## src/rrts_pkg.sv

```systemverilog
`default_nettype none
// ----------------------------------------------------------------------------
// rrts_pkg
// types and constants shared by the round-robin task scheduler modules
// ----------------------------------------------------------------------------
package rrts_pkg;

    localparam int ID_W    = 4;
    localparam int SLICE_W = 8;
    localparam logic [SLICE_W-1:0] INIT_SLICE = 8'd2;

    typedef enum logic [1:0] {
        FUNC_ALLOC  = 2'd0,
        FUNC_RUN    = 2'd1,
        FUNC_SLEEP  = 2'd2,
        FUNC_SWITCH = 2'd3
    } func_t;

    typedef enum logic [1:0] {
        SLOT_FREE  = 2'd0,
        SLOT_SLEEP = 2'd1,
        SLOT_RUN   = 2'd2
    } slot_st_t;

    typedef enum logic [1:0] {
        S_IDLE = 2'd0,
        S_EXEC = 2'd1,
        S_RESP = 2'd2
    } state_t;

    typedef struct packed {
        logic [1:0]         func;
        logic [ID_W-1:0]    task_id;
        logic [SLICE_W-1:0] priority_req;
    } cmd_t;

    typedef struct packed {
        logic [ID_W-1:0]    task_id_out;
        logic               jump;
        logic               set_timer;
        logic [SLICE_W-1:0] slice;
        logic               status;
    } rsp_t;

    // command broadcast to every cell
    typedef struct packed {
        logic               exec;
        func_t              op;
        logic               id_ok;
        logic               target_run;
        logic [SLICE_W-1:0] prio;
    } cell_ctl_t;

    // per-cell flags gathered by the top level
    typedef struct packed {
        logic claim;
        logic target_run;
        logic match_lt;
        logic cur_match;
    } cell_flag_t;

endpackage
`default_nettype wire

```

## src/rrts_cell.sv

```systemverilog
`default_nettype none
// ----------------------------------------------------------------------------
// rrts_cell
// one task slot plus one run list entry; shifts its entry from the upper
// neighbor when a task put to sleep is removed from the run list below or at it
// ----------------------------------------------------------------------------
module rrts_cell
    import rrts_pkg::*;
#(
    parameter int NUM_TASKS = 16,
    parameter int K         = 0
)
(
    input  wire logic                          clk,
    input  wire logic                          rst_n,
    input  wire cell_ctl_t                     ctl,
    input  wire logic [$clog2(NUM_TASKS)-1:0]  id,
    input  wire logic [$clog2(NUM_TASKS+1)-1:0] count,
    input  wire logic [$clog2(NUM_TASKS)-1:0]  cur,
    input  wire logic [$clog2(NUM_TASKS)-1:0]  upper_entry,
    input  wire logic                          free_in,
    output logic                               free_out,
    input  wire logic                          match_in,
    output logic                               match_out,
    output logic [$clog2(NUM_TASKS)-1:0]       entry,
    output logic [SLICE_W-1:0]                 slice,
    output cell_flag_t                         flag
);

    localparam int IW = $clog2(NUM_TASKS);
    localparam int CW = $clog2(NUM_TASKS + 1);
    localparam logic [IW-1:0] K_ID   = IW'(K);
    localparam logic [CW-1:0] K_CNT  = CW'(K);
    localparam logic [CW-1:0] K1_CNT = CW'(K + 1);
    localparam logic [CW-1:0] N_CNT  = CW'(NUM_TASKS);

    slot_st_t           status_reg, status_next;
    logic [SLICE_W-1:0] slice_reg, slice_next;
    logic [IW-1:0]      entry_reg, entry_next;

    logic is_me;
    logic is_free;
    logic match;
    logic append;
    logic shift;

    always_comb
    begin
        is_me    = ctl.id_ok && (id == K_ID);
        is_free  = (status_reg == SLOT_FREE);
        match    = (K_CNT < count) && (entry_reg == id);
        free_out  = free_in || is_free;
        match_out = match_in || match;

        append = ctl.exec && (ctl.op == FUNC_RUN) && ctl.id_ok && !ctl.target_run
                 && (count < N_CNT);
        shift  = ctl.exec && (ctl.op == FUNC_SLEEP) && ctl.id_ok && ctl.target_run
                 && (match_in || match) && (K1_CNT < count);

        flag.claim      = (ctl.op == FUNC_ALLOC) && is_free && !free_in;
        flag.target_run = is_me && (status_reg == SLOT_RUN);
        flag.match_lt   = match && (K_ID < cur);
        flag.cur_match  = match && (K_ID == cur);

        status_next = status_reg;
        slice_next  = slice_reg;
        entry_next  = entry_reg;
        if (ctl.exec)
        begin
            case (ctl.op)
                FUNC_ALLOC:
                begin
                    if (flag.claim)
                        status_next = SLOT_SLEEP;
                end
                FUNC_RUN:
                begin
                    if (is_me && (ctl.prio != '0))
                        slice_next = ctl.prio;
                    if (append && is_me)
                        status_next = SLOT_RUN;
                    if (append && (count == K_CNT))
                        entry_next = id;
                end
                FUNC_SLEEP:
                begin
                    if (is_me && ctl.target_run)
                        status_next = SLOT_SLEEP;
                    if (shift)
                        entry_next = upper_entry;
                end
                default:
                begin
                    status_next = status_reg;
                end
            endcase
        end
        entry = entry_reg;
        slice = slice_reg;
    end

    always_ff @(posedge clk or negedge rst_n)
    begin
        if (!rst_n)
        begin
            status_reg <= (K == 0) ? SLOT_RUN : SLOT_FREE;
            slice_reg  <= (K == 0) ? INIT_SLICE : '0;
            entry_reg  <= '0;
        end
        else
        begin
            status_reg <= status_next;
            slice_reg  <= slice_next;
            entry_reg  <= entry_next;
        end
    end

endmodule
`default_nettype wire

```

## src/round_robin_task_scheduler_top.sv

```systemverilog
`default_nettype none
// ----------------------------------------------------------------------------
// round_robin_task_scheduler_top
// round-robin task scheduler built as a row of slot cells with a small
// command sequencer
// ----------------------------------------------------------------------------
// busy covers execute and respond; a new command is accepted only in idle
// the cell row updates in the execute cycle, the result is read out in the respond cycle
// reset: slot 0 running with slice 2, all other slots free, current index zero
// the receiver cannot stall: done is high for exactly one cycle, result holds until the next one
module round_robin_task_scheduler_top
    import rrts_pkg::*;
#(
    parameter int NUM_TASKS = 16
)
(
    input  wire logic clk,
    input  wire logic rst_n,
    input  wire logic start,
    output logic      busy,
    input  wire cmd_t cmd,
    output logic      done,
    output rsp_t      result
);

    localparam int IW = $clog2(NUM_TASKS);
    localparam int CW = $clog2(NUM_TASKS + 1);

    state_t        state_reg, state_next;
    cmd_t          cmd_reg;
    logic [CW-1:0] count_reg, count_next;
    logic [IW-1:0] cur_reg, cur_next;

    logic          rsp_read_reg, rsp_read_next;
    logic          rsp_jump_reg, rsp_jump_next;
    logic          rsp_timer_reg, rsp_timer_next;
    logic          rsp_status_reg, rsp_status_next;
    logic [IW-1:0] rsp_id_reg, rsp_id_next;

    rsp_t          result_reg, result_next;
    logic          done_reg, done_next;

    cell_ctl_t     ctl;
    logic [IW-1:0] id;
    logic          id_ok;

    logic [IW-1:0]      entry_arr [NUM_TASKS];
    logic [SLICE_W-1:0] slice_arr [NUM_TASKS];
    cell_flag_t         flag_arr  [NUM_TASKS];
    logic [NUM_TASKS:0] free_chain;
    logic [NUM_TASKS:0] match_chain;

    logic          target_run;
    logic          match_lt_any;
    logic          cur_match_any;
    logic [IW-1:0] claim_idx;

    logic [IW+ID_W-1:0] id_wide;
    logic [IW+ID_W-1:0] out_wide;
    logic [IW-1:0]      rd_id;

    always_comb
    begin
        id_wide = {{IW{1'b0}}, cmd_reg.task_id};
        id      = id_wide[IW-1:0];
        id_ok   = (32'(cmd_reg.task_id) < NUM_TASKS);
    end

    always_comb
    begin
        target_run    = 1'b0;
        match_lt_any  = 1'b0;
        cur_match_any = 1'b0;
        claim_idx     = '0;
        for (int k = 0; k < NUM_TASKS; k++)
        begin
            target_run    = target_run | flag_arr[k].target_run;
            match_lt_any  = match_lt_any | flag_arr[k].match_lt;
            cur_match_any = cur_match_any | flag_arr[k].cur_match;
            if (flag_arr[k].claim)
                claim_idx = claim_idx | IW'(k);
        end
        ctl.exec       = (state_reg == S_EXEC);
        ctl.op         = func_t'(cmd_reg.func);
        ctl.id_ok      = id_ok;
        ctl.target_run = target_run;
        ctl.prio       = cmd_reg.priority_req;
    end

    assign free_chain[0]          = 1'b0;
    assign match_chain[0]         = 1'b0;

    for (genvar k = 0; k < NUM_TASKS; k++)
    begin : g_cell
        logic [IW-1:0] upper;
        if (k == NUM_TASKS - 1)
        begin : g_last
            assign upper = '0;
        end
        else
        begin : g_mid
            assign upper = entry_arr[k+1];
        end

        rrts_cell #(
            .NUM_TASKS (NUM_TASKS),
            .K         (k)
        ) u_cell (
            .clk         (clk),
            .rst_n       (rst_n),
            .ctl         (ctl),
            .id          (id),
            .count       (count_reg),
            .cur         (cur_reg),
            .upper_entry (upper),
            .free_in     (free_chain[k]),
            .free_out    (free_chain[k+1]),
            .match_in    (match_chain[k]),
            .match_out   (match_chain[k+1]),
            .entry       (entry_arr[k]),
            .slice       (slice_arr[k]),
            .flag        (flag_arr[k])
        );
    end

    // sequencer and bookkeeping of count and current index
    always_comb
    begin
        logic [CW-1:0] cnt_dec;
        logic [IW-1:0] cur_adj;
        logic [CW-1:0] cur_inc;

        state_next      = state_reg;
        count_next      = count_reg;
        cur_next        = cur_reg;
        rsp_read_next   = rsp_read_reg;
        rsp_jump_next   = rsp_jump_reg;
        rsp_timer_next  = rsp_timer_reg;
        rsp_status_next = rsp_status_reg;
        rsp_id_next     = rsp_id_reg;
        result_next     = result_reg;
        done_next       = 1'b0;

        cnt_dec = count_reg - 1'b1;
        cur_adj = match_lt_any ? (cur_reg - 1'b1) : cur_reg;
        cur_inc = CW'(cur_reg) + 1'b1;

        rd_id    = entry_arr[cur_reg];
        out_wide = '0;

        case (state_reg)
            S_IDLE:
            begin
                if (start)
                    state_next = S_EXEC;
            end
            S_EXEC:
            begin
                state_next      = S_RESP;
                rsp_read_next   = 1'b0;
                rsp_jump_next   = 1'b0;
                rsp_timer_next  = 1'b0;
                rsp_status_next = 1'b0;
                rsp_id_next     = '0;
                case (ctl.op)
                    FUNC_ALLOC:
                    begin
                        if (free_chain[NUM_TASKS])
                            rsp_id_next = claim_idx;
                        else
                            rsp_status_next = 1'b1;
                    end
                    FUNC_RUN:
                    begin
                        if (id_ok && !target_run && (count_reg < CW'(NUM_TASKS)))
                            count_next = count_reg + 1'b1;
                    end
                    FUNC_SLEEP:
                    begin
                        if (id_ok && target_run)
                        begin
                            count_next = cnt_dec;
                            if (CW'(cur_adj) >= cnt_dec)
                                cur_next = '0;
                            else
                                cur_next = cur_adj;
                            if (cur_match_any && (cnt_dec != '0))
                            begin
                                rsp_read_next = 1'b1;
                                rsp_jump_next = 1'b1;
                            end
                        end
                    end
                    FUNC_SWITCH:
                    begin
                        if (count_reg != '0)
                        begin
                            if (cur_inc >= count_reg)
                                cur_next = '0;
                            else
                                cur_next = cur_inc[IW-1:0];
                            rsp_read_next  = 1'b1;
                            rsp_timer_next = 1'b1;
                            rsp_jump_next  = (count_reg >= CW'(2));
                        end
                    end
                    default:
                    begin
                        state_next = S_RESP;
                    end
                endcase
            end
            S_RESP:
            begin
                state_next = S_IDLE;
                done_next  = 1'b1;
                // current index already moved in the execute cycle
                if (rsp_read_reg)
                begin
                    out_wide          = {{ID_W{1'b0}}, rd_id};
                    result_next.slice = slice_arr[rd_id];
                end
                else
                begin
                    out_wide          = {{ID_W{1'b0}}, rsp_id_reg};
                    result_next.slice = '0;
                end
                result_next.task_id_out = out_wide[ID_W-1:0];
                result_next.jump        = rsp_jump_reg;
                result_next.set_timer   = rsp_timer_reg;
                result_next.status      = rsp_status_reg;
            end
            default:
            begin
                state_next = S_IDLE;
            end
        endcase
    end

    always_ff @(posedge clk or negedge rst_n)
    begin
        if (!rst_n)
        begin
            state_reg      <= S_IDLE;
            count_reg      <= CW'(1);
            cur_reg        <= '0;
            done_reg       <= 1'b0;
            rsp_read_reg   <= 1'b0;
            rsp_jump_reg   <= 1'b0;
            rsp_timer_reg  <= 1'b0;
            rsp_status_reg <= 1'b0;
            rsp_id_reg     <= '0;
        end
        else
        begin
            state_reg      <= state_next;
            count_reg      <= count_next;
            cur_reg        <= cur_next;
            done_reg       <= done_next;
            rsp_read_reg   <= rsp_read_next;
            rsp_jump_reg   <= rsp_jump_next;
            rsp_timer_reg  <= rsp_timer_next;
            rsp_status_reg <= rsp_status_next;
            rsp_id_reg     <= rsp_id_next;
        end
    end

    always_ff @(posedge clk)
    begin
        result_reg <= result_next;
        if ((state_reg == S_IDLE) && start)
            cmd_reg <= cmd;
    end

    assign busy   = (state_reg != S_IDLE);
    assign done   = done_reg;
    assign result = result_reg;

    a_accept_exec: assert property (@(posedge clk) disable iff (!rst_n)
        (start && !busy) |=> (state_reg == S_EXEC))
        else $error("start transfer did not enter execute");

    a_done_after_resp: assert property (@(posedge clk) disable iff (!rst_n)
        done |-> ($past(state_reg == S_RESP) && !busy))
        else $error("result strobe outside respond step");

    a_count_range: assert property (@(posedge clk) disable iff (!rst_n)
        count_reg <= CW'(NUM_TASKS))
        else $error("run count beyond slot count");

    a_cur_in_list: assert property (@(posedge clk) disable iff (!rst_n)
        (CW'(cur_reg) < count_reg) || (cur_reg == '0))
        else $error("current index outside run list");

    a_timer_only_switch: assert property (@(posedge clk) disable iff (!rst_n)
        (done && result.set_timer) |-> (result.status == 1'b0))
        else $error("timer reload on a failed alloc");

endmodule
`default_nettype wire
```

## config.mk

```make
export PLATFORM = sky130hd
export DESIGN_NAME = round_robin_task_scheduler_top
export DESIGN_NICKNAME = d
export VERILOG_FILES = /design/src/rrts_pkg.sv /design/src/rrts_cell.sv /design/src/round_robin_task_scheduler_top.sv
export SDC_FILE = /design/constraint.sdc
export NUM_CORES = 1
export LEC_CHECK = 0
export BUFFER_PORTS_ARGS = -buffer_cell sky130_fd_sc_hd__buf_2
export CORE_MARGIN = 2
export CORE_UTILIZATION = 30
export CTS_BUF_LIST = sky130_fd_sc_hd__clkbuf_4 sky130_fd_sc_hd__clkbuf_8
export DETAILED_ROUTE_END_ITERATION = 16
export GPL_ROUTABILITY_DRIVEN = 0
export GPL_TIMING_DRIVEN = 0
export HOLD_SLACK_MARGIN = 0.15
export SLEW_MARGIN = 5
export SYNTH_ARGS = -nofsm -noshare
export SYNTH_HDL_FRONTEND = slang
export SYNTH_HIERARCHICAL = 1
export SYNTH_SLANG_ARGS = --single-unit
```

## constraint.sdc

```tcl
create_clock -name clk -period 9.9 [get_ports clk]
set_input_delay 2.475 -clock clk [delete_from_list [all_inputs] [get_ports clk]]
set_output_delay 2.475 -clock clk [all_outputs]
set_load 0.005 [all_outputs]
```

Word level (Yosys, flattened, before mapping). Index checks and enable logic that the tools add are counted.

Add/sub/neg operators: 4. Multiply operators: 0. Div/mod/pow operators: 0. Order comparisons: 39. Equality and inequality tests: 166. Shifts and indexed selects: 0. Mux-type cells: 157. Bitwise logic cells: 47. Reduce and logical (&&, ||, !) cells: 323.

Operators by type and width (number): $mux W4 (50); $logic_and A1 B1 Y1 (199); $pmux W4 S2 (17); $ne A2 B1 Y1 const B (61); $mux W2 (51); $pmux W2 S3 (16); $reduce_and A5 Y1 (16); $reduce_and A4 Y1 (18); $eq A4 B4 Y1 (16); $reduce_and A3 Y1 (16); $ne A2 B2 Y1 const B (23); $or A1 B1 Y1 (45); $eq A5 B4 Y1 const B (8); $lt A4 B5 Y1 const A (8); $eq A2 B2 Y1 const B (19); $logic_not A2 Y1 (18); $bmux W8 S4 (1); $eq A4 B4 Y1 const A (8); $eq A4 B4 Y1 const B (8); $lt A4 B4 Y1 const A (8); $logic_or A1 B1 Y1 (30); $eq A5 B3 Y1 const B (4); $lt A3 B5 Y1 const A (4); $bmux W4 S4 (1); 39 further kinds (91).

Register bits: 273. Latch bits: 0. Bits in writable memories: 0. Bits in read-only memories: 0. Input port bits: 17. Output and inout bits: 17. Word-level logic and storage cells: 801. Memories: 0.

Logic depth before layout (Yosys ltp). Gate-level depths: netlist (run 1).

Depth after elaboration: 23. Depth in mapped cells: 25. Depth with buffers taken out: 25.

Hierarchy. Netlist (run 1), hierarchy kept.

By module, submodules not included: round_robin_task_scheduler_top (instances 1, cells an instance 404, area each 4146.5 µm², seq. area each 1372.6 µm²); rrts_cell at g_cell[0].u_cell (instances 1, cells an instance 99, area each 957.2 µm², seq. area each 352.8 µm²); rrts_cell at g_cell[15].u_cell (instances 1, cells an instance 93, area each 950.9 µm², seq. area each 350.3 µm²); rrts_cell at g_cell[5].u_cell (instances 1, cells an instance 86, area each 942.2 µm², seq. area each 350.3 µm²); rrts_cell at g_cell[8].u_cell (instances 1, cells an instance 79, area each 940.9 µm², seq. area each 350.3 µm²); rrts_cell at g_cell[10].u_cell (instances 1, cells an instance 90, area each 938.4 µm², seq. area each 350.3 µm²); rrts_cell at g_cell[7].u_cell (instances 1, cells an instance 87, area each 932.1 µm², seq. area each 350.3 µm²); rrts_cell at g_cell[1].u_cell (instances 1, cells an instance 85, area each 924.6 µm², seq. area each 350.3 µm²); rrts_cell at g_cell[9].u_cell (instances 1, cells an instance 87, area each 923.4 µm², seq. area each 350.3 µm²); rrts_cell at g_cell[13].u_cell (instances 1, cells an instance 91, area each 922.1 µm², seq. area each 350.3 µm²); rrts_cell at g_cell[11].u_cell (instances 1, cells an instance 89, area each 917.1 µm², seq. area each 350.3 µm²); rrts_cell at g_cell[12].u_cell (instances 1, cells an instance 93, area each 915.9 µm², seq. area each 350.3 µm²); rrts_cell at g_cell[4].u_cell (instances 1, cells an instance 97, area each 912.1 µm², seq. area each 350.3 µm²); rrts_cell at g_cell[2].u_cell (instances 1, cells an instance 81, area each 902.1 µm², seq. area each 350.3 µm²); +3 rows.

Worst setup path after synthesis (run 1). Ideal clock, no wire load.

Path type: register to register. Start: register count_reg[4]. End: register g_cell[15].u_cell.entry_reg[1]. Library setup time: 0.104 ns. Arrival: 5.768 ns. Required time: 9.796 ns. Slack: 4.028 ns. Stages on the path, launching flop included: 25. Path buffers: 0. Period minus slack after synthesis: 5.872 ns. Path through: dfrtp_1 > or4_1 > o21ai_1 > nand2b_1 > nand2b_1 > or2_2 > inv_1 > nand2_1 > nand2b_1 > nand2b_1 > nand2b_1 > nand2b_1 > a31oi_2 > inv_1 > or2_2 > a21oi_2 > inv_1 > or2_2 > inv_1 > o21ai_0 > or2_2 > or2_1 > a21oi_1 > o32ai_1 > a221oi_1.

Longest elaborated chain between the ends: 21. Elaborated cells on any way between the ends: 57. Classes of those cells: order compare (18); eq/ne (3); reduce/logical (36).

Ends and longest elaborated chain: from (decl) (RTL line round_robin_task_scheduler_top.sv:31) `logic [CW-1:0] count_reg, count_next;`; from (signal assigned) (RTL line round_robin_task_scheduler_top.sv:257) `count_reg <= count_next;`; $lt A1 B5 Y1 (RTL line rrts_cell.sv:51) `match = (K_CNT < count) && (entry_reg == id);`; $logic_and A1 B1 Y1 (RTL line rrts_cell.sv:51); named net match_chain[1] (RTL line round_robin_task_scheduler_top.sv:51) `logic [NUM_TASKS:0] match_chain;`; $logic_or A1 B1 Y1 (RTL line rrts_cell.sv:53) `match_out = match_in || match;`; named net match_chain[2] (RTL line round_robin_task_scheduler_top.sv:51); $logic_or A1 B1 Y1 (RTL line rrts_cell.sv:53); named net match_chain[3] (RTL line round_robin_task_scheduler_top.sv:51); $logic_or A1 B1 Y1 (RTL line rrts_cell.sv:53); named net match_chain[4] (RTL line round_robin_task_scheduler_top.sv:51); [... 1 more ...]; named net match_chain[5] (RTL line round_robin_task_scheduler_top.sv:51); [... 1 more ...]; named net match_chain[6] (RTL line round_robin_task_scheduler_top.sv:51); [... 1 more ...]; named net match_chain[7] (RTL line round_robin_task_scheduler_top.sv:51); [... 1 more ...]; named net match_chain[8] (RTL line round_robin_task_scheduler_top.sv:51); [... 1 more ...]; named net match_chain[9] (RTL line round_robin_task_scheduler_top.sv:51); [... 1 more ...]; named net match_chain[10] (RTL line round_robin_task_scheduler_top.sv:51); [... 1 more ...]; named net match_chain[11] (RTL line round_robin_task_scheduler_top.sv:51); [... 1 more ...]; named net match_chain[12] (RTL line round_robin_task_scheduler_top.sv:51); [... 1 more ...]; named net match_chain[13] (RTL line round_robin_task_scheduler_top.sv:51); $logic_or A1 B1 Y1 (RTL line rrts_cell.sv:53); named net match_chain[14] (RTL line round_robin_task_scheduler_top.sv:51); $logic_or A1 B1 Y1 (RTL line rrts_cell.sv:53); named net match_chain[15] (RTL line round_robin_task_scheduler_top.sv:51); $logic_or A1 B1 Y1; $logic_and A1 B1 Y1 (2 in series) (RTL line rrts_cell.sv:58) `&& (match_in || match) && (K1_CNT < count);`; $ne A2 B1 Y1 (no line); $reduce_and A4 Y1 (no line); to (signal assigned) (RTL line rrts_cell.sv:114) `entry_reg <= entry_next;`; to (decl) (RTL line rrts_cell.sv:39) `logic [IW-1:0] entry_reg, entry_next;`.

The timed path passes the listed nets, and every way through them passes these cells. A chain may end at the register's enable or synchronous reset.

Worst setup path in the final report (run 1). Same ends and word-level chain as after synthesis.

==> flow_metrics.env, run 1 <==
export IMPL_status="complete, no violations"
export IMPL_fp_coreArea_um2=61900
export IMPL_wl_per_cell_um=20.3
export IMPL_hold_worst_slack_ps=478
export IMPL_syn_mean_instance_area_um2=10.5
export IMPL_num_rows=91
export IMPL_cp_data_required_time_ps=10420
export IMPL_vias=15700
export IMPL_cap_violations=0
export IMPL_clk_latency_ps=670
export IMPL_dieArea_um2=64800
export IMPL_syn_cell_area_um2=18800
export IMPL_grt_pass1_wl_um=90000
export IMPL_grt_usage_pct=17.7
export IMPL_cts_buffers=50
export IMPL_drtAntennaViolNets=0
export IMPL_wirelength_um=57700
export IMPL_viasPerCell=5.52
export IMPL_arrival_ps=7440
export IMPL_crit_path_end_kind="flip-flop"
export IMPL_drtPass1Iterations=7
export IMPL_die_height_um=255
export IMPL_dp_cells=2752
export IMPL_grt_start_max_net_pins=102
export IMPL_hold_buffers=0
export IMPL_power_density_nw_per_um2=223
export IMPL_clk_pin_slew_ps=50
export IMPL_yosysWarnings=6
export IMPL_fin_skew_ps=47.1
export IMPL_fin_cells=2844
export IMPL_slew_violations=0
export IMPL_final_common_cell="dfrtp_1"
export IMPL_syn_inst=1791
export IMPL_cp_max_fo=67
export IMPL_slew_headroom_pct=12.8
export IMPL_path_buf_inv=4
export IMPL_slowest_stage="dfrtp_4"
export IMPL_cp_start_kind="flip-flop"
export IMPL_cts_sinks=273
export IMPL_area_growth_pct=17.1
export IMPL_largest_register_ffs=128
export IMPL_fin_crit_sh_pct=69.9
export IMPL_ios=34
export IMPL_cts_setup_buffers=0
export IMPL_postPlaceCellArea_um2=21000
export IMPL_tightest_slew_ps=1310
export IMPL_port_buffers=33
export IMPL_cts_resized=0
export IMPL_fmax_mhz=145
export IMPL_hold_class="reg -> reg"
export IMPL_grt_antenna_before_repair=0
export IMPL_grt_pass1_vias=15700
export IMPL_fillerInstances=6157
export IMPL_post_route_cell_area_um2=22100
export IMPL_drive_above_1_share_pct=20.8
export IMPL_critical_path_max_stage_delay_ps=790
export IMPL_dp_hpwl_um=39700
export IMPL_post_route_drc_count=0
export IMPL_fp_dieW_um=255
export IMPL_overflow=0
export IMPL_cp_top_family="simple AND/OR/NAND/NOR gates"
export IMPL_path_cells="or4_1, o21ai_1, nand2b_1, nand2b_1, or2_2, inv_1, nand2_1, nand2b_1, nand2b_1, nand2b_1, nand2b_1, a31oi_2, inv_1, or2_2, a21oi_2, inv_1, or2_2, inv_1, o21ai_0, or2_2, or2_1, a21oi_1, o32ai_1, a221oi_1"
export IMPL_setup_viol=0
export IMPL_finalHoldViolCount=0
export IMPL_leakagePower_nw=9.15
export IMPL_cts_buffer_depth=3
export IMPL_r2r_slack_ps=2980
export IMPL_final_min_clock_period_ps=6920
export IMPL_fin_util_pct=35.6
export IMPL_detail_route_iter0_violations=1216
export IMPL_cts_tree="yes"
export IMPL_diodes=0
export IMPL_cp_common_cell="nand2b_1"
export IMPL_setup_worst_path_class="reg -> reg"
export IMPL_layout_nets=2064
export IMPL_initial_utilization_pct=30.4
export IMPL_final_cell_mix="dfrtp_1 (237), nand2_1 (136), mux2_2 (120), inv_1 (90), ha_1 (79)"
export IMPL_irDropWorstVdd_mv=0.125
export IMPL_h_tree_depth=2
export IMPL_cts_root_buf="clkbuf_8"
export IMPL_rsz0062_at_grt="no"
export IMPL_totalNegativeSetupSlack_ps=0
## worst register-to-register path, cell delays in order (launching register included)
cell and delay, ps:
dfrtp_4 790, or4_1 680, o21ai_1 420, nand2b_1 180
nand2b_1 180, or2_2 300, inv_1 110, nand2_1 110
nand2b_1 170, nand2b_1 220, nand2b_1 210, nand2b_1 170
a31oi_2 360, inv_1 110, or2_2 320, a21oi_2 330
inv_1 150, or2_2 340, inv_1 90, o21ai_0 180
or2_2 370, or2_1 280, a21oi_1 300, o32ai_1 170
a221oi_1 300
## final timing paths
kind                                                        from                                endpoint  depth (start not counted)
max in group asynchronous                                  rst_n   g_cell[9].u_cell/entry[3]$_DFFE_PN0P_                          2
min reg2reg                g_cell[7].u_cell/slice[2]$_DFFE_PN0P_   g_cell[7].u_cell/slice[2]$_DFFE_PN0P_                          2
min in group asynchronous                                  rst_n  g_cell[13].u_cell/slice[4]$_DFFE_PN0P_                          1
max reg2reg                             count_reg[4]$_DFFE_PN0P_  g_cell[15].u_cell/entry[1]$_DFFE_PN0P_                         24
min                        g_cell[7].u_cell/slice[2]$_DFFE_PN0P_   g_cell[7].u_cell/slice[2]$_DFFE_PN0P_                          2
max                                     count_reg[4]$_DFFE_PN0P_  g_cell[15].u_cell/entry[1]$_DFFE_PN0P_                         24
## per-layer routing
| metal | up-vias | global-route usage (%) | share of wire [%] |
|---|---|---|---|
| met4 | 0 | 6.78 | 3.2 |
| met1 | 7896 | 23.3 | 44 |
| met5 | - | 0 | 0 |
| met3 | 119 | 2.59 | 5.5 |
| li1 | 7177 | - | - |
| met2 | 506 | 29.3 | 47 |
## final cells by class
class                   count  area [um2]  area share (%)
multi-input cells        1454       11500            52.3
flip-flops and latches    273        6990            31.7
well taps                 837        1050            4.75
clock buffers              78         936            4.24
repair buffers             60         858            3.89
inverters                  92         345            1.57
plain buffers              37         209           0.947
clock inverters            13         128           0.579
## per-stage QoR
step / worst slack (ps) / power, mW
final: 2980 / 4.91
after global routing: 2790 / 5.18
after CTS: 3230 / 4.91
after detailed placement: 3260 / 3.72
after global placement: 1440 / 3.62
after floorplan: 4070 / 3.02
## where the power goes
part / leakage [nW] / switching, mW / internal, mW
combinational: 5.18 / 1.17 / 0.837
sequential: 3.40 / 0.378 / 1.36
clock: 0.571 / 0.508 / 0.655
(Power assumes the default switching activity.)
==> run 2: changes to the inputs <==
- clock period: 9.9 -> 5.8 ns (I/O delays scaled with it)
==> flow_metrics.env, run 2 (synthesized netlist as in run 1, its figures left out) <==
export IMPL_setup_viol=0
export IMPL_drtAntennaViolNets=0
export IMPL_cts_tree="yes"
export IMPL_drtPass1Iterations=6
export IMPL_layout_nets=2079
export IMPL_grt_pass1_wl_um=91500
export IMPL_tightest_slew_ps=1350
export IMPL_setup_worst_path_class="reg -> reg"
export IMPL_num_rows=91
export IMPL_initial_utilization_pct=30.4
export IMPL_fin_crit_sh_pct=96.9
export IMPL_diodes=0
export IMPL_final_cell_mix="dfrtp_1 (237), nand2_1 (136), mux2_2 (120), inv_1 (89), ha_1 (79)"
export IMPL_cp_data_required_time_ps=6340
export IMPL_cts_sinks=273
export IMPL_grt_usage_pct=18.0
export IMPL_critical_path_max_stage_delay_ps=590
export IMPL_dp_slack_ps=-872
export IMPL_slowest_stage="or4_4"
export IMPL_postPlaceCellArea_um2=20900
export IMPL_total_power_mw=8.45
export IMPL_dieArea_um2=64800
export IMPL_dp_hpwl_um=40400
export IMPL_viasPerCell=5.55
export IMPL_power_density_nw_per_um2=379
export IMPL_drive_above_1_share_pct=22.0
export IMPL_irDropWorstVdd_mv=0.203
export IMPL_rsz0062_at_grt="no"
export IMPL_status="complete, no violations"
export IMPL_post_route_drc_count=0
export IMPL_vias=15900
export IMPL_fin_skew_ps=29.4
export IMPL_final_common_cell="dfrtp_1"
export IMPL_cp_start_kind="flip-flop"
export IMPL_overflow=0
export IMPL_fp_coreArea_um2=61900
export IMPL_hold_class="reg -> reg"
export IMPL_area_growth_pct=18.3
export IMPL_h_tree_depth=2
export IMPL_grt_pass1_vias=15600
export IMPL_fp_dieW_um=255
export IMPL_hold_depth=2
export IMPL_largest_register_ffs=128
export IMPL_arrival_ps=6160
export IMPL_cp_max_fo=32
export IMPL_crit_path_end_kind="flip-flop"
export IMPL_cts_buffers=50
export IMPL_grt_antenna_before_repair=0
export IMPL_slew_violations=0
export IMPL_cap_violations=0
export IMPL_cts_buffer_depth=3
export IMPL_wl_per_cell_um=20.6
export IMPL_finalHoldViolCount=0
export IMPL_grt_start_max_net_pins=118
export IMPL_fillerInstances=6123
export IMPL_die_height_um=255
export IMPL_fin_util_pct=36.0
export IMPL_ios=34
export IMPL_final_min_clock_period_ps=5620
export IMPL_post_route_cell_area_um2=22300
export IMPL_rr_worst_depth=25
export IMPL_hold_buffers=0
export IMPL_slew_headroom_pct=10.2
export IMPL_setup_ws_ps=180
export IMPL_leakagePower_nw=9.27
export IMPL_port_buffers=33
export IMPL_clk_pin_slew_ps=70
export IMPL_wirelength_um=59000
export IMPL_cts_root_buf="clkbuf_8"
export IMPL_fmax_mhz=178
export IMPL_clk_latency_ps=660
export IMPL_detail_route_iter0_violations=1330
## run 2: final cells by class
cell class	instances	area [um2]	area share [%]
buffer	37	209	0.937
tap	837	1050	4.70
sequential	273	6990	31.4
clock inverter	15	118	0.528
multi-input combinational	1454	11600	52.0
clock buffer	78	992	4.45
inverter	92	345	1.55
timing repair buffer	75	990	4.44
## run 2: final timing paths
| path | from | to | slack, ps |
|---|---|---|---|
| hold / removal | g_cell[14].u_cell/slice[2]$_DFFE_PN0P_ | g_cell[14].u_cell/slice[2]$_DFFE_PN0P_ | 470 |
| setup / recovery | count_reg[3]$_DFFE_PN0P_ | g_cell[15].u_cell/entry[1]$_DFFE_PN0P_ | 180 |
| max in group asynchronous | rst_n | g_cell[7].u_cell/slice[6]$_DFFE_PN0P_ | 4090 |
| min in group asynchronous | rst_n | g_cell[8].u_cell/slice[7]$_DFFE_PN0P_ | 740 |
| hold reg to reg | g_cell[14].u_cell/slice[2]$_DFFE_PN0P_ | g_cell[14].u_cell/slice[2]$_DFFE_PN0P_ | 470 |
| setup reg to reg | count_reg[3]$_DFFE_PN0P_ | g_cell[15].u_cell/entry[1]$_DFFE_PN0P_ | 180 |
## run 2: critical path, delay by kind of cell (launching register included)
kind	cells	cell delay (ps)
AND/OR/NAND/NOR	14	3450
flip-flops	1	490
buffers and inverters	5	500
AO/OA/AOI/OAI	6	1020
## run 2: stage by stage
stage          cells  setup TNS, ps  hold slack, ps
2_1_floorplan   1856              0             425
3_3_place_gp    2726        -541840             446
3_5_place_dp    2753          -6420             452
4_1_cts         2857              0             467
5_1_grt         2861              0             479
6_report        2861              0             468
## run 2: metal layers
layer	share of wire (%)	GRT usage, %	wire length (um)	up-vias
li1	-	-	-	7209
met1	45	24.5	26400	8051
met2	46	29.1	27400	522
met3	5.8	2.79	3410	107
met4	3.2	6.48	1860	0
met5	0	0	0	-
## run 2: repair_timing
item                                    4_1_cts  5_1_grt
endpoints found under the setup margin       12        8
buffers inserted                             11        1
gates resized for setup                       7        6
pin swaps                                     1        3
endpoints found under the hold margin         0        0
## run 2: report_power, final
part           switching [mW]  total, mW  internal [mW]
registers               0.608       2.92           2.32
logic                    2.01       3.48           1.46
clock network           0.909       2.05           1.14
